<file path="src/sawbc_pkg.sv">
`timescale 1ns / 1ps
// ----------------------------------------------------------------------------
// sawbc_pkg: shared types and constants for the set-associative cache
// Controller states, the command and status groups between controller and
// datapath, and the fixed widths of the access and result fields.
// ----------------------------------------------------------------------------
package sawbc_pkg;

	localparam int ADDR_W     = 16;
	localparam int BYTE_W     = 8;
	localparam int OUT_LINE_W = 64;

	localparam logic OP_READ  = 1'b0;
	localparam logic OP_WRITE = 1'b1;

	typedef enum logic [1:0] {
		ST_CLEAR,
		ST_IDLE,
		ST_LOOK,
		ST_DECIDE
	} state_t;

	typedef struct packed {
		logic clear;
		logic accept;
		logic look;
		logic commit;
	} ctl_cmd_t;

	typedef struct packed {
		logic clr_last;
	} ctl_status_t;

endpackage

</file>
<file path="src/sawbc_ctrl.sv">
`timescale 1ns / 1ps
// ----------------------------------------------------------------------------
// sawbc_ctrl: access sequencer
// Runs the clearing sweep after reset, then steps each access through
// lookup and decide.
// ----------------------------------------------------------------------------
module sawbc_ctrl (
	input  logic                   clk,
	input  logic                   arst_n,
	input  logic                   start,
	input  sawbc_pkg::ctl_status_t status,
	output sawbc_pkg::ctl_cmd_t    cmd,
	output logic                   busy
);
	import sawbc_pkg::*;

	state_t state_q;
	state_t state_d;

	always_ff @(posedge clk or negedge arst_n) begin
		if (!arst_n) begin
			state_q <= ST_CLEAR;
		end else begin
			state_q <= state_d;
		end
	end

	always_comb begin
		state_d = state_q;
		cmd     = '0;
		case (state_q)
			ST_CLEAR: begin
				cmd.clear = 1'b1;
				if (status.clr_last) begin
					state_d = ST_IDLE;
				end
			end
			ST_IDLE: begin
				if (start) begin
					cmd.accept = 1'b1;
					state_d    = ST_LOOK;
				end
			end
			ST_LOOK: begin
				cmd.look = 1'b1;
				state_d  = ST_DECIDE;
			end
			ST_DECIDE: begin
				cmd.commit = 1'b1;
				state_d    = ST_IDLE;
			end
			default: begin
				state_d = ST_CLEAR;
			end
		endcase
	end

	assign busy = (state_q != ST_IDLE);

endmodule

</file>
<file path="config.mk">
export PLATFORM = sky130hd
export DESIGN_NAME = sawbc_ctrl
export DESIGN_NICKNAME = d
export VERILOG_FILES = /design/src/sawbc_pkg.sv /design/src/sawbc_ctrl.sv
export SDC_FILE = /design/constraint.sdc
export NUM_CORES = 1
export LEC_CHECK = 0
export BUFFER_PORTS_ARGS = -buffer_cell sky130_fd_sc_hd__buf_2
export CAP_MARGIN = 20
export CORE_AREA = 2 2 39 41
export CTS_CLUSTER_SIZE = 8
export DETAILED_ROUTE_END_ITERATION = 7
export DIE_AREA = 0 0 41 43
export GPL_ROUTABILITY_DRIVEN = 0
export GPL_TIMING_DRIVEN = 0
export SYNTH_ARGS = -nofsm -noshare
export SYNTH_HDL_FRONTEND = slang
export SYNTH_SLANG_ARGS = --single-unit
</file>
<file path="constraint.sdc">
create_clock -name clk -period 3.6 [get_ports clk]
set_input_delay 0.72 -clock clk [delete_from_list [all_inputs] [get_ports clk]]
set_output_delay 0.72 -clock clk [all_outputs]
set_load 0.02 [all_outputs]
</file>
==> results.yml, run 1 <==
setup_path:
  worstSetupPathType: "flip-flop to primary output"
  r2r_setup_slack_ns: 2.26
  crit_fanout: 4
  startpoint_type: "flip-flop"
  cp.arrival_ns: 1.23
  cp_data_required_time_ns: 2.88
  cp_common_cell: "inv_1"
  cp_num_cells: 5
  crit_buf_inv: 3
  r2r_cells: 5
  crit_slowest_cell: "dfrtp_1"
  cp_top_family: "flip-flops"
  endpoint_kind: "primary output"
  cp_cell_sequence: "inv_1 > ha_1 > inv_1 > nor2_1 > buf_2"
  cpPeakStageDelay_ns: 0.40
power_and_ir_drop:
  swShare: 0.4253
  switchingPower_w: 0.00009229
  power.total_w: 0.0002170
  power_frac_comb: 0.565
  ir_worst_vdd_mv: 0.2090
  seqPwrFrac: 0.209
  p_int_w: 0.0001247
  p_clk_frac: 0.226
  p_leak_nw: 0.1429
  power_density_nw_per_um2: 871.6
finish:
  syn_to_final_growth_pct: 49.62
  max_flop_register: "state_q"
  insertedDiodeCount: 0
  drive_gt1_frac: 0.5185
  final_area_sq_um: 249.0
  fillers: 159
  top_regs: "state_q (2)"
  final_nets: 37
  largest_reg_flops: 2
  layout.cells.non_filler: 43
flow_run:
  max_cap_violations: 0
sta:
  whs_ns: 0.2755
  post-route-min-period_ns: 1.954
  hold_violations: 0
  setup_viol: 0
  fmax_mhz: 511.8
  slew_headroom: 0.9043
  worst-slew-pin-transition_ns: 0.1436
  rsz0062_at_grt: "false"
  fin_skew_ns: 0.0007820
  timing.final.crit_share: 0.5427
  maxSlewViolCount: 0
  fin_setup_tns_ns: 0
clock_tree:
  cts_setup_buffers: 0
  cts_tree: "yes"
  clock_sinks: 2
  numCtsBuffers: 3
  cts_resized: 0
  clock_latency_ns: 0.22
  clk_pin_slew_ns: 0.03
  hold_buffers: 0
  cts_max_path_buffers: 2
  cts_root_buf: "clkbuf_4"
  h-tree-depth: 1
die:
  rows: 14
  die_y_um: 43
  initial_core_util: 0.1203
  die_area_sq_um: 1763
  die_width_um: 41
  fp.coreArea_sq_um: 1384
  io_pins: 9
route:
  ant_nets: 0
  vias: 135
  drt_iter0_markers: 0
  firstDrtPassIters: 1
  route.detailed.drc: 0
  drt-total-wl_um: 305
  via_per_inst: 3.140
  routedWlPerCell_um: 7.093
yosys:
  synthMuxAreaShare: 0.09023
  ys_warn_count: 0
  synth_cell_types: 8
  synth_simple_gate_area_frac: 0.1053
  synth_nets: 24
  synth_area_sq_um: 166.4
  synth_area_per_cell_sq_um: 10.40
  synth_xor_area_frac: 0
  synthCells: 16
  ys_ff_latch: 2
  synth_top_family_by_area: "adder cells"
  ys_seq_area_frac: 0.3008
  synth-compound-area-share: 0.1128
  synth_fa_ha_area_frac: 0.3008
global_routing:
  grt_usage: 0.05010
  met2_usage: 0.06250
  grt_pass1_vias: 163
  met3_usage: 0.02094
  use_met1: 0.04473
  antenna_found_initial: 0
  grt_pass1_wl_um: 531
  overflow: 0
  grt_max_degree: 5
  busiest_layer: "met4"
place:
  place_inst: 40
  portBuffers: 8
  dpl.hpwl_um: 243.1
  placed_cell_area_sq_um: 226.5
hold_path:
  hold_class: "input port to async pin"
run_status:
  status: "complete, no violations"
[final timing paths]
kind	startpoint	endpoint
max	state_q[1]$_DFFE_PN0P_	cmd[2]
min	arst_n	state_q[0]$_DFFE_PN0P_
max reg2reg	state_q[0]$_DFFE_PN0P_	state_q[1]$_DFFE_PN0P_
min reg2reg	state_q[1]$_DFFE_PN0P_	state_q[1]$_DFFE_PN0P_
max in group asynchronous	arst_n	state_q[1]$_DFFE_PN0P_
min in group clk	state_q[1]$_DFFE_PN0P_	state_q[1]$_DFFE_PN0P_
[cell usage in the layout (no fill, tap or decap)]
master,Yosys,routed
ha_1,4,4
inv_1,4,4
nor2b_4,1,1
a21oi_2,1,1
clkbuf_4,0,3
mux2_4,1,1
o21ai_0,2,2
nor2_1,1,1
dfrtp_1,2,2
buf_2,0,8
[routing by layer]
layer	up-vias	wire length, um
met1	58	124
li1	71	-
met3	0	34
met2	6	145
met5	-	0
met4	0	0
[cell type report]
class | instances | area, sq um | share of cell area
clock buffers | 3 | 22.52 | 0.09045
inverters | 4 | 15.01 | 0.06030
multi-input cells | 10 | 101.3 | 0.4070
flip-flops and latches | 2 | 50.05 | 0.2010
well taps | 16 | 20.02 | 0.08040
repair buffers | 8 | 40.04 | 0.1608
[metrics by stage]
stage | setup slack (ns) | util
after global placement | 1.779 | 0.1637
after CTS | 1.631 | 0.1799
final | 1.646 | 0.1799
after floorplan | 1.796 | -
after global routing | 1.532 | 0.1799
after detailed placement | 1.780 | 0.1637
[synthesized netlist by cell type]
cell | n | share of area
inv_1 | 4 | 0.090
o21ai_0 | 2 | 0.060
nor2b_4 | 1 | 0.083
nor2_1 | 1 | 0.023
dfrtp_1 | 2 | 0.30
ha_1 | 4 | 0.30
a21oi_2 | 1 | 0.053
mux2_4 | 1 | 0.090
[power by group through the flow]
stage                     combinational [W]  sequential (W)  clock [W]
after floorplan                   0.0000994       0.0000421          0
after global placement             0.000124       0.0000450          0
after detailed placement           0.000125       0.0000459          0
after CTS                          0.000125       0.0000456  0.0000523
after global routing               0.000137       0.0000476  0.0000555
final                              0.000123       0.0000454  0.0000490
[cells by family after synthesis]
logic type | count (synthesis)
AO/OA/AOI/OAI | 3
multiplexers | 1
adder cells (fa/ha/maj) | 4
AND/OR/NAND/NOR | 2
buffers and inverters | 4
flip-flops | 2
No activity file was read; power rests on OpenSTA's default activity.
==> inputs of run 2 (changes only) <==
--- a/config.mk
+++ b/config.mk
@@ -5,6 +5,7 @@
 export SDC_FILE = /design/constraint.sdc
 export NUM_CORES = 1
 export LEC_CHECK = 0
+export ABC_AREA = 1
 export BUFFER_PORTS_ARGS = -buffer_cell sky130_fd_sc_hd__buf_2
 export CAP_MARGIN = 20
 export CORE_AREA = 2 2 39 41
==> constraint.sdc (replaced) <==
create_clock -name clk -period 1.95 [get_ports clk]
set_input_delay 0.39 -clock clk [delete_from_list [all_inputs] [get_ports clk]]
set_output_delay 0.39 -clock clk [all_outputs]
set_load 0.02 [all_outputs]
==> results.yml, run 2 <==
finish:
  insertedDiodeCount: 0
  final_nets: 44
  drive_gt1_frac: 0.3824
  final_common_cell: "buf_2"
  max_flop_register: "state_q"
  most-common-layout-cells: "buf_2, nand2_1, inv_1"
  top_regs: "state_q (2)"
  largest_reg_flops: 2
  syn_to_final_growth_pct: 55.64
yosys:
  synth_cell_types: 6
  synth-main-ff-cell: "dfrtp_1"
  synthTopCellsByArea: "dfrtp_1, ha_1, nand2_1, inv_1, nand2_2"
  synth_top_area_frac: 0.3008
  synth_most_common_cell: "nand2_1"
  synth_common_cells: "nand2_1, inv_1, ha_1"
  synth_area_per_cell_sq_um: 7.564
  synth_top_family_by_area: "adder cells"
  ys_ff_latch: 2
  synthCells: 22
  synthMuxAreaShare: 0
  synthArstFlopShare: 1.000
  synth_simple_gate_area_frac: 0.2632
  synth_top_area_cell: "dfrtp_1"
  synth_nets: 30
  synth-edff-count: 0
  synth_xor_area_frac: 0
  ys_warn_count: 0
  synth_fa_ha_area_frac: 0.3008
  synth_area_sq_um: 166.4
  ys_seq_area_frac: 0.3008
  synth-compound-area-share: 0
route:
  ant_nets: 0
  drt-total-wl_um: 325
  drt_iter0_markers: 0
  firstDrtPassIters: 1
  routedWlPerCell_um: 6.500
  vias: 161
  via_per_inst: 3.220
  route.detailed.drc: 0
sta:
  fmax_mhz: 640.6
  slew_headroom: 0.9062
  setup_viol: 0
  fin_setup_tns_ns: 0
  maxSlewViolCount: 0
  worst-slew-pin-transition_ns: 0.1407
  rsz0062_at_grt: "false"
  hold_violations: 0
  timing.final.crit_share: 0.8006
  fin_skew_ns: 0.0006492
  layout_setup_ws_ns: 0.3889
  post-route-min-period_ns: 1.561
setup_path:
  crit_slowest_cell: "dfrtp_1"
  cp_common_cell: "inv_1"
  cp_data_required_time_ns: 1.56
  worstSetupPathType: "flip-flop to primary output"
  r2r_cells: 6
  startpoint_type: "flip-flop"
  cp_top_family: "flip-flops"
  cp_num_cells: 5
  cp_cell_sequence: "inv_1 > ha_1 > nand2_1 > inv_1 > buf_2"
  crit_fanout: 4
  crit_buf_inv: 3
  cpPeakStageDelay_ns: 0.40
  timing.rr.start: "state_q[0]$_DFFE_PN0P_"
  endpoint_kind: "primary output"
  cp.arrival_ns: 1.17
  crit_path_start: "state_q[1]$_DFFE_PN0P_"
power_and_ir_drop:
  ir_worst_vdd_mv: 0.2395
  p_leak_nw: 0.1693
  power_density_nw_per_um2: 1631
global_routing:
  antenna_found_initial: 0
  grt_pass1_wl_um: 531
  grt_usage: 0.05010
  grt_pass1_vias: 167
  grt_max_degree: 5
  overflow: 0
clock_tree:
  cts_max_path_buffers: 2
  numCtsBuffers: 3
  clock_sinks: 2
  h-tree-depth: 1
  cts_setup_buffers: 0
  clk_pin_slew_ns: 0.03
  clock_latency_ns: 0.22
  cts_tree: "yes"
  cts_root_buf: "clkbuf_4"
hold_path:
  hold_class: "input port to async pin"
die:
  fp.coreArea_sq_um: 1384
  die_y_um: 43
  rows: 14
  io_pins: 9
  die_width_um: 41
  die_area_sq_um: 1763
  initial_core_util: 0.1203
place:
  dpl.hpwl_um: 258.6
  portBuffers: 8
  pre_cts_slack_ns: 0.6219
run_status:
  status: "complete, no violations"
flow_run:
  max_cap_violations: 0
-- run 2: final cells by class --
class / instances / area, sq um
clock buffer: 3 / 22.52
fill: 160 / 1125
inverter: 6 / 22.52
multi-input combinational: 14 / 93.84
sequential: 2 / 50.05
tap: 16 / 20.02
timing repair buffer: 9 / 50.05
-- run 2: where the power goes --
| part | internal (W) | switching (W) | total (W) |
|---|---|---|---|
| combinational | 0.0000897 | 0.000154 | 0.000244 |
| clock | 0.0000679 | 0.0000234 | 0.0000913 |
| sequential | 0.0000642 | 0.0000231 | 0.0000873 |
| total | 0.000222 | 0.000200 | 0.000422 |
-- run 2: repair_timing --
item,4_1_cts,5_1_grt
resized for setup,0,0
hold endpoints to repair,2,0
endpoints found under the setup margin,0,0
hold buffers,1,0
-- run 2: worst paths after layout --
check                                          to  slack [ns]
hold reg to reg            state_q[1]$_DFFE_PN0P_        0.54
max in group asynchronous  state_q[0]$_DFFE_PN0P_        1.37
min in group clk           state_q[0]$_DFFE_PN0P_        0.51
hold / removal             state_q[1]$_DFFE_PN0P_        0.49
setup reg to reg           state_q[1]$_DFFE_PN0P_        0.89
setup / recovery                           cmd[2]        0.39
-- run 2: cell families after synthesis --
group / Yosys count
buffers and inverters: 6
adders and majority gates: 4
DFF: 2
and+or+nand+nor: 10
-- run 2: stage by stage --
stage | utilization | power, W | std cells | instance area (sq um) | hold slack, ns
CTS | 0.1872 | 0.0004350 | 50 | 259.0 | 0.4843
finish | 0.1872 | 0.0004223 | 50 | 259.0 | 0.4875
detailed placement | 0.1637 | 0.0003348 | 46 | 226.5 | 0.1752
floorplan | - | 0.0002742 | 22 | 166.4 | 0.09441
global route | 0.1872 | 0.0004754 | 50 | 259.0 | 0.5023
global placement | 0.1637 | 0.0003284 | 46 | 226.5 | 0.1764
-- run 2: per-layer routing --
| layer | vias to the layer above | GRT usage | part of all wire |
|---|---|---|---|
| met5 | - | 0 | 0 |
| met4 | 0 | 0.08000 | 0 |
| met3 | 0 | 0.01571 | 0.086 |
| met2 | 5 | 0.07500 | 0.55 |
| met1 | 69 | 0.03514 | 0.36 |
| li1 | 87 | - | - |
==> inputs of run 3 (changes only) <==
==> constraint.sdc (replaced) <==
create_clock -name clk -period 1.3 [get_ports clk]
set_input_delay 0.26 -clock clk [delete_from_list [all_inputs] [get_ports clk]]
set_output_delay 0.26 -clock clk [all_outputs]
set_load 0.02 [all_outputs]
==> results.yml, run 3 (synthesis gave the netlist of run 2 again) <==
run_status:
  status: "finished with violations"
  violations: "negative setup slack"
route:
  routedWlPerCell_um: 7.519
  drt_iter0_markers: 0
  ant_nets: 0
  via_per_inst: 3.423
  firstDrtPassIters: 1
  route.detailed.drc: 0
  drt-total-wl_um: 391
  vias: 178
sta:
  whs_ns: 0.3628
  rsz0062_at_grt: "true"
  worst-slew-pin-transition_ns: 0.1292
  fin_skew_ns: 0.001451
  slew_headroom: 0.9138
  layout_setup_ws_ns: -0.01937
  timing.final.crit_share: 1.015
  fmax_mhz: 757.9
  post-route-min-period_ns: 1.319
  maxSlewViolCount: 0
  setup_viol: 2
  hold_violations: 0
place:
  place_inst: 46
  dpl.hpwl_um: 258.6
  portBuffers: 8
  placed_cell_area_sq_um: 226.5
power_and_ir_drop:
  switchingPower_w: 0.0003796
  p_leak_nw: 0.1791
  power_density_nw_per_um2: 2603
  p_clk_frac: 0.153
  seqPwrFrac: 0.158
  p_int_w: 0.0005128
  swShare: 0.4253
  power.total_w: 0.0008924
  ir_worst_vdd_mv: 0.4706
  power_frac_comb: 0.689
clock_tree:
  clk_pin_slew_ns: 0.03
  clock_latency_ns: 0.22
  h-tree-depth: 1
  cts_tree: "yes"
  clock_sinks: 2
  cts_max_path_buffers: 2
  cts_root_buf: "clkbuf_4"
  numCtsBuffers: 3
setup_path:
  worstSetupPathType: "flip-flop to primary output"
  cp.arrival_ns: 1.06
  reg2reg_to: "state_q[0]$_DFFE_PN0P_"
  cp_data_required_time_ns: 1.04
  r2r_cells: 6
  r2r_setup_slack_ns: 0.22
  timing.rr.start: "state_q[0]$_DFFE_PN0P_"
  endpoint_kind: "primary output"
  startpoint_type: "flip-flop"
  crit_fanout: 4
finish:
  largest_reg_flops: 2
  final_area_sq_um: 342.8
  most-common-layout-cells: "nand2_1, buf_6, inv_2"
  layout.cells.non_filler: 52
  final_nets: 46
  top_regs: "state_q (2)"
  syn_to_final_growth_pct: 106.0
  max_flop_register: "state_q"
  drive_gt1_frac: 0.6944
  insertedDiodeCount: 0
flow_run:
  max_cap_violations: 0
global_routing:
  grt_pass1_wl_um: 600
  overflow: 0
  grt_pass1_vias: 198
  grt_max_degree: 5
  grt_usage: 0.05511
  antenna_found_initial: 0
hold_path:
  hold_class: "input port to async pin"
die:
  die_area_sq_um: 1763
  die_y_um: 43
  io_pins: 9
  rows: 14
  fp.coreArea_sq_um: 1384
  initial_core_util: 0.1203
  die_width_um: 41
-- run 3: timing repair --
item / CTS / global route
endpoints found under the setup margin: 4 / 5
hold endpoints to repair: 2 / 0
hold buffers: 1 / 0
buffers inserted: 1 / 1
pin swaps: 1 / 2
gates resized for setup: 18 / 5
-- run 3: layout make-up --
type | count | area [sq um]
sequential | 2 | 51.30
tap | 16 | 20.02
inverter | 6 | 22.52
fill | 155 | 1041
multi-input combinational | 14 | 126.4
timing repair buffer | 11 | 100.1
clock buffer | 3 | 22.52
-- run 3: how the worst max path moves through the flow --
stage,start,to,slack [ns],cells past startpoint
after global placement,state_q[1]$_DFFE_PN0P_,cmd[2],0.11,5
after CTS,state_q[1]$_DFFE_PN0P_,cmd[2],-0.04,5
after global routing,state_q[1]$_DFFE_PN0P_,cmd[2],-0.06,5
final,state_q[0]$_DFFE_PN0P_,cmd[3],-0.02,3
after detailed placement,state_q[1]$_DFFE_PN0P_,cmd[2],0.10,5
after floorplan,state_q[0]$_DFFE_PN0P_,state_q[1]$_DFFE_PN0P_,0.20,5
-- run 3: critical path, stage by stage, from the launching register on --
cell     delay (ns)
dfrtp_2        0.44
inv_2          0.10
ha_2           0.19
buf_6          0.12
-- run 3: power by group through the flow --
stage / Combinational, W / Clock, W / Sequential (W)
after floorplan: 0.000289 / 0 / 0.000123
after global placement: 0.000361 / 0 / 0.000131
after detailed placement: 0.000369 / 0 / 0.000133
after CTS: 0.000566 / 0.000147 / 0.000140
after global routing: 0.000673 / 0.000153 / 0.000147
final: 0.000615 / 0.000136 / 0.000141
-- run 3: layer usage --
metal / global-route usage / vias up / wire [um] / share of wire
li1: - / 91 / - / -
met3: 0.01571 / 0 / 26 / 0.066
met2: 0.08750 / 5 / 232 / 0.59
met5: 0 / - / 0 / 0
met4: 0.08000 / 0 / 0 / 0
met1: 0.03834 / 82 / 133 / 0.34
-- run 3: per-stage QoR --
stage / util / setup TNS [ns] / worst slack [ns]
5_1_grt: 0.2477 / -0.2108 / -0.06191
3_3_place_gp: 0.1637 / 0 / 0.1088
3_5_place_dp: 0.1637 / 0 / 0.1019
6_report: 0.2477 / -0.02510 / -0.01937
2_1_floorplan: - / 0 / 0.1967
4_1_cts: 0.2369 / -0.1054 / -0.03606
